<file path="src/rtl/core/sbfd_pkg.sv">
// Shared constants and types for the SBUS frame decoder.
package sbfd_pkg;

	// Frame geometry.
	localparam int FRAME_SLOTS   = 25;
	localparam int BITS_PER_SLOT = 12;
	localparam int NUM_CHANNELS  = 16;
	localparam int CH_WIDTH      = 11;

	// Position of the parity bit inside a slot; data bits sit at 1..DATA_BITS.
	localparam int DATA_BITS  = 8;
	localparam int PARITY_POS = DATA_BITS + 1;

	localparam int SLOT_W  = $clog2(FRAME_SLOTS);
	localparam int PHASE_W = $clog2(BITS_PER_SLOT);
	localparam int CBIT_W  = $clog2(CH_WIDTH);
	localparam int CIDX_W  = 4;

	localparam logic [SLOT_W-1:0]  LAST_SLOT  = SLOT_W'(FRAME_SLOTS - 1);
	localparam logic [PHASE_W-1:0] LAST_PHASE = PHASE_W'(BITS_PER_SLOT - 1);
	localparam logic [PHASE_W-1:0] PHASE_PAR  = PHASE_W'(PARITY_POS);
	localparam logic [CBIT_W-1:0]  LAST_CBIT  = CBIT_W'(CH_WIDTH - 1);
	localparam logic [CIDX_W-1:0]  LAST_CHAN  = CIDX_W'(NUM_CHANNELS - 1);

	localparam logic [DATA_BITS-1:0] HEADER_VALUE = 8'h0F;

	// Configuration register indexes.
	typedef enum logic [0:0] {
		CFG_RAW_CENTER = 1'b0,
		CFG_SCALE_GAIN = 1'b1
	} cfg_index_t;

	localparam logic [CH_WIDTH-1:0] RAW_CENTER_RESET = 11'd1054;
	localparam logic [15:0]         SCALE_GAIN_RESET = 16'd4989;

	// One request to the scaling pipeline.
	typedef struct packed {
		logic                     ok;
		logic [CIDX_W-1:0]        index;
		logic                     last;
		logic signed [CH_WIDTH:0] diff;
	} sbfd_scale_req_t;

endpackage

</file>
<file path="src/rtl/core/sbfd_if.sv">
// Channel interfaces: sampled line bits in, scaled channel results out.
interface sbfd_bit_if;
	logic valid;
	logic ready;
	logic frame_start;
	logic line_bit;

	modport source (output valid, output frame_start, output line_bit, input ready);
	modport sink   (input valid, input frame_start, input line_bit, output ready);
endinterface

interface sbfd_res_if;
	logic               valid;
	logic               ready;
	logic               frame_ok;
	logic [3:0]         channel_index;
	logic signed [15:0] channel_value;
	logic               last;

	modport source (output valid, output frame_ok, output channel_index,
		output channel_value, output last, input ready);
	modport sink   (input valid, input frame_ok, input channel_index,
		input channel_value, input last, output ready);
endinterface

</file>
<file path="src/rtl/core/sbfd_scaler.sv">
// Two-stage scaling pipeline: gain multiply, truncation toward zero, saturation.
module sbfd_scaler
	import sbfd_pkg::*;
(
	input  logic            clk,
	input  logic            arst_n,
	input  logic [15:0]     scale_gain,
	input  logic            req_valid,
	output logic            req_ready,
	input  sbfd_scale_req_t req,
	sbfd_res_if.source      result
);

	logic            s1_valid_q;
	sbfd_scale_req_t req_s1;
	logic            out_valid_q;
	logic            out_ok_q;
	logic [3:0]      out_index_q;
	logic [15:0]     out_value_q;
	logic            out_last_q;
	logic            out_adv;

	logic signed [16:0] gain_s;
	logic signed [28:0] prod;
	logic signed [28:0] biased;
	logic signed [16:0] quot;
	logic [15:0]        sat_value;

	// The whole pipe moves whenever the output register is free or being taken.
	assign out_adv   = !out_valid_q || result.ready;
	assign req_ready = !s1_valid_q || out_adv;

	// Request register.
	always_ff @(posedge clk or negedge arst_n) begin
		if (!arst_n) begin
			s1_valid_q <= 1'b0;
		end else if (req_ready) begin
			s1_valid_q <= req_valid;
		end
	end

	always_ff @(posedge clk) begin
		if (req_ready && req_valid) begin
			req_s1 <= req;
		end
	end

	// Multiply, round toward zero by biasing negatives, then clamp to 16 bits.
	always_comb begin
		gain_s = $signed({1'b0, scale_gain});
		prod   = 29'(req_s1.diff) * 29'(gain_s);
		biased = prod + (prod[28] ? 29'sd4095 : 29'sd0);
		quot   = biased[28:12];
		if (quot[16] != quot[15]) begin
			sat_value = quot[16] ? 16'h8000 : 16'h7FFF;
		end else begin
			sat_value = quot[15:0];
		end
	end

	// Result register.
	always_ff @(posedge clk or negedge arst_n) begin
		if (!arst_n) begin
			out_valid_q <= 1'b0;
		end else if (out_adv) begin
			out_valid_q <= s1_valid_q;
		end
	end

	always_ff @(posedge clk) begin
		if (out_adv && s1_valid_q) begin
			out_ok_q    <= req_s1.ok;
			out_index_q <= req_s1.index;
			out_value_q <= sat_value;
			out_last_q  <= req_s1.last;
		end
	end

	assign result.valid         = out_valid_q;
	assign result.frame_ok      = out_ok_q;
	assign result.channel_index = out_index_q;
	assign result.channel_value = $signed(out_value_q);
	assign result.last          = out_last_q;

endmodule

</file>
<file path="src/rtl/core/sbus_frame_decoder_unit.sv">
// SBUS frame decoder: one sampled line bit per transaction, scaled channel results out.
// The block takes one line bit per cycle while ready. A frame is 25 slots of 12 bits;
// each slot is checked for start, parity and stop bits as it arrives, and the 11-bit
// channels are assembled into a channel store. On the frame's last bit the store is
// copied into a result buffer and a sequencer issues sixteen channel results, or a
// single corrupted-frame report, one per cycle while the pipeline is ready, into a
// two-stage scaling pipeline (one multiplier) with request and result registers. Bits
// of the next frame are taken while those results drain; input is held off only when
// a frame ends while the previous frame's results are still being issued.
module sbus_frame_decoder_unit
	import sbfd_pkg::*;
(
	input  logic        clk,
	input  logic        arst_n,
	input  logic        cfg_wr_en,
	input  logic [0:0]  cfg_index,
	input  logic [15:0] cfg_data,
	sbfd_bit_if.sink    sample,
	sbfd_res_if.source  result
);

	// Configuration registers.
	logic [CH_WIDTH-1:0] raw_center_q;
	logic [15:0]         scale_gain_q;

	always_ff @(posedge clk or negedge arst_n) begin
		if (!arst_n) begin
			raw_center_q <= RAW_CENTER_RESET;
			scale_gain_q <= SCALE_GAIN_RESET;
		end else if (cfg_wr_en) begin
			case (cfg_index_t'(cfg_index))
				CFG_RAW_CENTER: raw_center_q <= cfg_data[CH_WIDTH-1:0];
				CFG_SCALE_GAIN: scale_gain_q <= cfg_data;
				default: ;
			endcase
		end
	end

	// Frame receive state.
	logic                 active_q;
	logic [SLOT_W-1:0]    slot_q;
	logic [PHASE_W-1:0]   phase_q;
	logic                 parity_q;
	logic                 bad_q;
	logic [DATA_BITS-1:0] header_q;
	logic [CH_WIDTH-1:0]  accum_q;
	logic [CBIT_W-1:0]    cbit_q;
	logic [CIDX_W-1:0]    cnum_q;
	logic                 full_q;

	logic [CH_WIDTH-1:0]  store_q [NUM_CHANNELS];
	logic [CH_WIDTH-1:0]  snap_q  [NUM_CHANNELS];

	// Result sequencer state.
	logic              drain_busy_q;
	logic              drain_bad_q;
	logic [CIDX_W-1:0] drain_idx_q;

	logic bit_acc;
	logic work;
	logic at_end;

	// Working copies after a frame start clears them.
	logic                 bit_w;
	logic [SLOT_W-1:0]    slot_w;
	logic [PHASE_W-1:0]   phase_w;
	logic                 parity_w;
	logic                 bad_w;
	logic [DATA_BITS-1:0] header_w;
	logic [CH_WIDTH-1:0]  accum_w;
	logic [CBIT_W-1:0]    cbit_w;
	logic [CIDX_W-1:0]    cnum_w;
	logic                 full_w;

	// Values after this bit.
	logic                 parity_n;
	logic                 bad_n;
	logic [DATA_BITS-1:0] header_n;
	logic [CH_WIDTH-1:0]  accum_n;
	logic [CBIT_W-1:0]    cbit_n;
	logic [CIDX_W-1:0]    cnum_n;
	logic                 full_n;
	logic                 store_we;
	logic [CH_WIDTH-1:0]  store_data;
	logic                 frame_bad_final;

	logic            req_valid;
	logic            req_ready;
	sbfd_scale_req_t req;

	// The last bit of a frame waits while the previous frame's results are issued.
	assign at_end       = active_q && slot_q == LAST_SLOT && phase_q == LAST_PHASE;
	assign sample.ready = !(drain_busy_q && at_end);
	assign bit_acc      = sample.valid && sample.ready;
	assign work         = bit_acc && (sample.frame_start || active_q);

	// Per-bit slot checks and channel assembly.
	always_comb begin
		if (sample.frame_start) begin
			bit_w    = 1'b1;
			slot_w   = '0;
			phase_w  = '0;
			parity_w = 1'b0;
			bad_w    = 1'b0;
			header_w = '0;
			accum_w  = '0;
			cbit_w   = '0;
			cnum_w   = '0;
			full_w   = 1'b0;
		end else begin
			bit_w    = sample.line_bit;
			slot_w   = slot_q;
			phase_w  = phase_q;
			parity_w = parity_q;
			bad_w    = bad_q;
			header_w = header_q;
			accum_w  = accum_q;
			cbit_w   = cbit_q;
			cnum_w   = cnum_q;
			full_w   = full_q;
		end

		parity_n   = parity_w;
		bad_n      = bad_w;
		header_n   = header_w;
		accum_n    = accum_w;
		cbit_n     = cbit_w;
		cnum_n     = cnum_w;
		full_n     = full_w;
		store_we   = 1'b0;
		store_data = accum_w;

		if (phase_w == '0) begin
			// Start bit must be high on the inverted line.
			bad_n    = bad_w | !bit_w;
			parity_n = 1'b0;
		end else if (phase_w <= PHASE_W'(DATA_BITS)) begin
			parity_n = parity_w ^ bit_w;
			if (slot_w == '0) begin
				header_n = {header_w[DATA_BITS-2:0], bit_w};
			end else if (!full_w) begin
				accum_n          = accum_w;
				accum_n[cbit_w]  = accum_w[cbit_w] | bit_w;
				if (cbit_w == LAST_CBIT) begin
					store_we   = 1'b1;
					store_data = accum_n;
					accum_n    = '0;
					cbit_n     = '0;
					cnum_n     = cnum_w + 1'b1;
					full_n     = (cnum_w == LAST_CHAN);
				end else begin
					cbit_n = cbit_w + 1'b1;
				end
			end
		end else if (phase_w == PHASE_PAR) begin
			bad_n = bad_w | (parity_w == bit_w);
		end else begin
			// Stop bits must be low.
			bad_n = bad_w | bit_w;
		end

		frame_bad_final = bad_n || (header_n != HEADER_VALUE);
	end

	// Frame state registers.
	always_ff @(posedge clk or negedge arst_n) begin
		if (!arst_n) begin
			active_q <= 1'b0;
			slot_q   <= '0;
			phase_q  <= '0;
			parity_q <= 1'b0;
			bad_q    <= 1'b0;
			header_q <= '0;
			accum_q  <= '0;
			cbit_q   <= '0;
			cnum_q   <= '0;
			full_q   <= 1'b0;
		end else if (work) begin
			parity_q <= parity_n;
			bad_q    <= bad_n;
			header_q <= header_n;
			accum_q  <= accum_n;
			cbit_q   <= cbit_n;
			cnum_q   <= cnum_n;
			full_q   <= full_n;
			if (slot_w == LAST_SLOT && phase_w == LAST_PHASE) begin
				active_q <= 1'b0;
				slot_q   <= '0;
				phase_q  <= '0;
			end else begin
				active_q <= 1'b1;
				if (phase_w == LAST_PHASE) begin
					phase_q <= '0;
					slot_q  <= slot_w + 1'b1;
				end else begin
					phase_q <= phase_w + 1'b1;
					slot_q  <= slot_w;
				end
			end
		end
	end

	// Channel store and the result buffer copied from it at frame end.
	always_ff @(posedge clk) begin
		if (work && store_we) begin
			store_q[cnum_w] <= store_data;
		end
		if (work && at_end && !sample.frame_start) begin
			snap_q <= store_q;
		end
	end

	// Result sequencer: issues one request per cycle while the scaling pipeline is ready.
	always_comb begin
		req_valid  = drain_busy_q;
		req.ok     = !drain_bad_q;
		req.index  = drain_bad_q ? '0 : drain_idx_q;
		req.last   = drain_bad_q || drain_idx_q == LAST_CHAN;
		req.diff   = drain_bad_q ? '0
			: $signed({1'b0, raw_center_q}) - $signed({1'b0, snap_q[drain_idx_q]});
	end

	always_ff @(posedge clk or negedge arst_n) begin
		if (!arst_n) begin
			drain_busy_q <= 1'b0;
			drain_bad_q  <= 1'b0;
			drain_idx_q  <= '0;
		end else if (work && at_end && !sample.frame_start) begin
			drain_busy_q <= 1'b1;
			drain_bad_q  <= frame_bad_final;
			drain_idx_q  <= '0;
		end else if (drain_busy_q && req_ready) begin
			if (req.last) begin
				drain_busy_q <= 1'b0;
			end
			drain_idx_q <= drain_idx_q + 1'b1;
		end
	end

	sbfd_scaler u_scaler (
		.clk        (clk),
		.arst_n     (arst_n),
		.scale_gain (scale_gain_q),
		.req_valid  (req_valid),
		.req_ready  (req_ready),
		.req        (req),
		.result     (result)
	);

	// A frame never completes while the previous frame's results are still being issued.
	a_no_end_while_draining: assert property (@(posedge clk) disable iff (!arst_n)
		!(work && at_end && !sample.frame_start && drain_busy_q))
		else $error("frame completed while result sequencer busy");

	// The sequencer index stays inside the channel range.
	a_drain_idx_range: assert property (@(posedge clk) disable iff (!arst_n)
		drain_busy_q |-> ({1'b0, drain_idx_q} < (CIDX_W + 1)'(NUM_CHANNELS)))
		else $error("result sequencer index out of range");

	// A completed frame always starts the sequencer.
	a_end_starts_drain: assert property (@(posedge clk) disable iff (!arst_n)
		(work && at_end && !sample.frame_start) |=> drain_busy_q)
		else $error("frame end did not start result sequencer");

	// A corrupted frame is reported as a single final request.
	a_bad_single: assert property (@(posedge clk) disable iff (!arst_n)
		(drain_busy_q && drain_bad_q) |-> (req.last && !req.ok))
		else $error("corrupted frame report not single");

endmodule
</file>
<file path="src/flat_wrapper.sv">
// flat-port wrapper written by rule: the top's interface ports become plain ports
module sbus_frame_decoder_unit_flat import sbfd_pkg::*;
  (clk, arst_n, cfg_wr_en, cfg_index, cfg_data, sample_valid, sample_frame_start, sample_line_bit, sample_ready, result_valid, result_frame_ok, result_channel_index, result_channel_value, result_last, result_ready);
  sbfd_bit_if sample_i ();
  sbfd_res_if result_i ();
  input  logic clk;
  input  logic arst_n;
  input  logic cfg_wr_en;
  input  logic [0:0] cfg_index;
  input  logic [15:0] cfg_data;
  input wire logic [$bits(sample_i.valid)-1:0] sample_valid;
  input wire logic [$bits(sample_i.frame_start)-1:0] sample_frame_start;
  input wire logic [$bits(sample_i.line_bit)-1:0] sample_line_bit;
  output wire logic [$bits(sample_i.ready)-1:0] sample_ready;
  output wire logic [$bits(result_i.valid)-1:0] result_valid;
  output wire logic [$bits(result_i.frame_ok)-1:0] result_frame_ok;
  output wire logic [$bits(result_i.channel_index)-1:0] result_channel_index;
  output wire logic [$bits(result_i.channel_value)-1:0] result_channel_value;
  output wire logic [$bits(result_i.last)-1:0] result_last;
  input wire logic [$bits(result_i.ready)-1:0] result_ready;
  assign sample_i.valid = sample_valid;
  assign sample_i.frame_start = sample_frame_start;
  assign sample_i.line_bit = sample_line_bit;
  assign sample_ready = sample_i.ready;
  assign result_valid = result_i.valid;
  assign result_frame_ok = result_i.frame_ok;
  assign result_channel_index = result_i.channel_index;
  assign result_channel_value = result_i.channel_value;
  assign result_last = result_i.last;
  assign result_i.ready = result_ready;
  sbus_frame_decoder_unit u_core (.clk(clk), .arst_n(arst_n), .cfg_wr_en(cfg_wr_en), .cfg_index(cfg_index), .cfg_data(cfg_data), .sample(sample_i), .result(result_i));
endmodule
</file>
<file path="config.mk">
export PLATFORM = sky130hd
export DESIGN_NAME = sbus_frame_decoder_unit_flat
export DESIGN_NICKNAME = d
export VERILOG_FILES = /design/src/rtl/core/sbfd_pkg.sv /design/src/rtl/core/sbfd_if.sv /design/src/rtl/core/sbfd_scaler.sv /design/src/rtl/core/sbus_frame_decoder_unit.sv /design/src/flat_wrapper.sv
export SDC_FILE = /design/constraint.sdc
export NUM_CORES = 1
export LEC_CHECK = 0
export BUFFER_PORTS_ARGS = -buffer_cell sky130_fd_sc_hd__clkbuf_2
export CELL_PAD_IN_SITES_DETAIL_PLACEMENT = 1
export CELL_PAD_IN_SITES_GLOBAL_PLACEMENT = 1
export CORE_MARGIN = 4
export CORE_UTILIZATION = 42
export CTS_CLUSTER_DIAMETER = 100
export CTS_CLUSTER_SIZE = 30
export DETAILED_ROUTE_END_ITERATION = 8
export HOLD_SLACK_MARGIN = 0.05
export PLACE_DENSITY_LB_ADDON = 0.05
export SYNTH_ARGS = -nofsm -noshare
export SYNTH_HDL_FRONTEND = slang
export SYNTH_SLANG_ARGS = --single-unit
</file>
<file path="constraint.sdc">
create_clock -name clk -period 14.1 [get_ports clk]
set_clock_uncertainty 0.2 [all_clocks]
set_input_delay 0.705 -clock clk [delete_from_list [all_inputs] [get_ports clk]]
set_output_delay 0.705 -clock clk [all_outputs]
set_load 0.02 [all_outputs]
</file>
==> metrics <==
Post-Synth Adder-Cell Area 0.1667; commonest cells in the synthesized netlist edfxtp_1 (392), nand2_1 (218), inv_1 (216); Post-Syn Area between 0.02 and 0.03 sq mm; most frequent CP cell fa_1; grt met1 use 0.2509; Compound-Gate Fraction of Synth Area 0.06229; Post-Synth Simple-Gate Area 0.09983; Synth Instances about 1,900; CTS sink count 467; ys async rst share 0.1606; Clock Path Buffers 3; Main synth FF type edfxtp_1; grt total ovfl 0; Synth top area share 0.4677; final setup TNS 0 ns; ANT nets after route 0; Area contributors post-synth edfxtp_1 (47%), fa_1 (11%), dfrtp_1 (6.1%), ha_1 (5.4%), mux4_2 (5.1%); GP Congestion roughly 0.80; CP required ~14 ns; Final Max Tran Viols 0; routing usage on met2 0.3587; All-Layer GR Usage 0.1944; mux cell area share after synthesis 0.06771; largest family of logic cells by synthesized area adder cells; critical path class reg2reg; Setup-failing EPs final 0; DIE WIDTH around 250 um; floorplan row count slightly below 90; first drt pass iteration count 5; first-pass GRT wire length 95,080 um; status finished, final reports clean; Worst-path clk slew ~0.11 ns; grt met3 use 0.01736; Die H approximately 250 um; max cap viols 0; area delta synth->final 7.164%; post-CTS setup buffers 0; DPL Wire Length roughly 42,000 um; via count ~14,000; Post-synth EDFFs 392; Core Area slightly below 0.06 sq mm; starting density of the core 0.4256; drt drc 0; critical path's slowest cell edfxtp_1; Rel. slew slack 0.2153; HP Class in2reg; Synth Area in XOR/XNOR 0.01516; die area roughly 0.064 sq mm; critical path data arrival time about 9.4 ns; cts bufs inserted 23; average size of a mapped cell between 10 and 15 sq um; via-per-instance ratio about 5.3; most area-hungry cell type in the Yosys netlist edfxtp_1; share of layout cells above drive strength 1 0.1180; register area share after synthesis 0.5430; syn_nets roughly 2,200; antenna violations before repair 0; I/O pins 48; period utilization 0.6558; number of synthesized register bits 467; RSZ-0062 raised after global routing false; Hold Vio Cnt, Final 0; final net count about 2,200; crit path max fanout 18; IO buf count 47; WL final 60,440 um; Synth Warn # 0; Root Driver clkbuf_16; CP max stage delay roughly 0.85 ns; count leader, synth edfxtp_1; Slew @ Worst Pin 1.175 ns; grt peak-use layer met2; ANT cells 0; maximum clock frequency approximately 0.11 GHz; count of cell types in the netlist 75; CTS tree done; htree depth 1; Worst setup EP type flip-flop; initial DRC count 820; Worst-Skew Late Latency about 0.6 ns; fin crit period between 9 and 10 ns; largest net degree at the start of global routing 77; Worst setup SP type flip-flop; drt wl/cell 22.41 um; vias in the first global route about 16,000
-- placed cells by master, fill, tap and decap left out, types with 46 or more instances in the layout --
master    Yosys  routed
mux4_2       57      57
edfxtp_1    392     392
fa_1        142     142
ha_1        108     108
o21ai_0      56      55
dfrtp_1      61      59
nor2_1       81      81
inv_1       216     216
nand2_1     218     218
clkbuf_2      1      46
and2_1       67      67
a21oi_1      46      46
-- routing by layer --
| layer | wire length (um) | vias up |
|---|---|---|
| met4 | 1552 | 0 |
| met2 | 31870 | 149 |
| met1 | 25790 | 7556 |
| met5 | 0 | - |
| li1 | - | 6639 |
| met3 | 1224 | 62 |
-- logic make-up after synthesis --
family / count (synthesis)
xor+xnor: 42
buf+inv: 296
mux: 95
fa+ha+maj: 250
compound gates: 228
simple gates: 523
flops: 467
-- area by class of cell --
type	instances	area, sq um
sequential	467	13670
tap	773	967.2
clock inverter	10	176.4
timing repair buffer	61	345.3
inverter	216	810.8
multi-input combinational	1138	10370
clock buffer	32	630.6
fill	6007	32160
-- metrics by stage --
| step | worst slack, ns | hold slack [ns] | cells | cell area [sq um] | utilization |
|---|---|---|---|---|---|
| 2_1_floorplan | 6.076 | 0.2003 | 1901 | 25170 | - |
| 3_3_place_gp | 5.187 | 0.2008 | 2654 | 26150 | 0.4423 |
| 3_5_place_dp | 4.861 | 0.2052 | 2654 | 26150 | 0.4423 |
| 4_1_cts | 4.804 | 0.1066 | 2697 | 26970 | 0.4561 |
| 5_1_grt | 4.127 | 0.1270 | 2697 | 26970 | 0.4561 |
| 6_report | 4.853 | 0.1482 | 2697 | 26970 | 0.4561 |
-- state kept, by name, indices dropped and copies added (netlist names), 5 cells and up --
| name | count |
|---|---|
| u_core.accum_q | 11 |
| u_core.header_q | 8 |
| u_core.raw_center_q | 11 |
| u_core.scale_gain_q | 16 |
| u_core.slot_q | 5 |
| u_core.snap_q | 176 |
| u_core.store_q | 176 |
| u_core.u_scaler.req_s1 | 18 |
| u_core.u_scaler.result.channel_value | 16 |
-- final timing paths --
| kind | startpoint | to | slack [ns] | cells after the start |
|---|---|---|---|---|
| worst min-delay path | cfg_data[15] | u_core.scale_gain_q[15]$_DFFE_PN0P_ | 0.15 | 2 |
| max in group asynchronous | arst_n | u_core.accum_q[1]$_DFFE_PN0P_ | 12.26 | 3 |
| min in group asynchronous | arst_n | u_core.drain_idx_q[2]$_DFFE_PN0P_ | 0.44 | 2 |
| worst max-delay path | u_core.u_scaler.req_s1[3]$_SDFFCE_PP0P_ | u_core.u_scaler.result.channel_value[1]$_DFFE_PP_ | 4.85 | 28 |
| worst min register to register | u_core.store_q[47]$_DFFE_PP_ | u_core.snap_q[47]$_DFFE_PP_ | 0.22 | 0 |
| worst max register to register | u_core.u_scaler.req_s1[3]$_SDFFCE_PP0P_ | u_core.u_scaler.result.channel_value[1]$_DFFE_PP_ | 4.85 | 28 |
-- worst max-delay path: cells and delay by family (launching register included) --
family,cells,cell delay [ns]
AOI/OAI and AO/OA,9,2.08
xor gates and xnor gates,1,0.74
adders and majority gates,7,3.44
buffers and inverters,4,0.40
DFF,1,0.85
muxes,1,0.18
and+or+nand+nor,6,1.06
-- timing repair --
| item | CTS | global route |
|---|---|---|
| hold endpoints to repair | 19 | 0 |
| gates resized for setup | 0 | 0 |
| hold buffers | 1 | 0 |
Power is left out: the tool's default activity adds up to more than one toggle a clock period on the data nets, which glitch-free logic cannot reach.
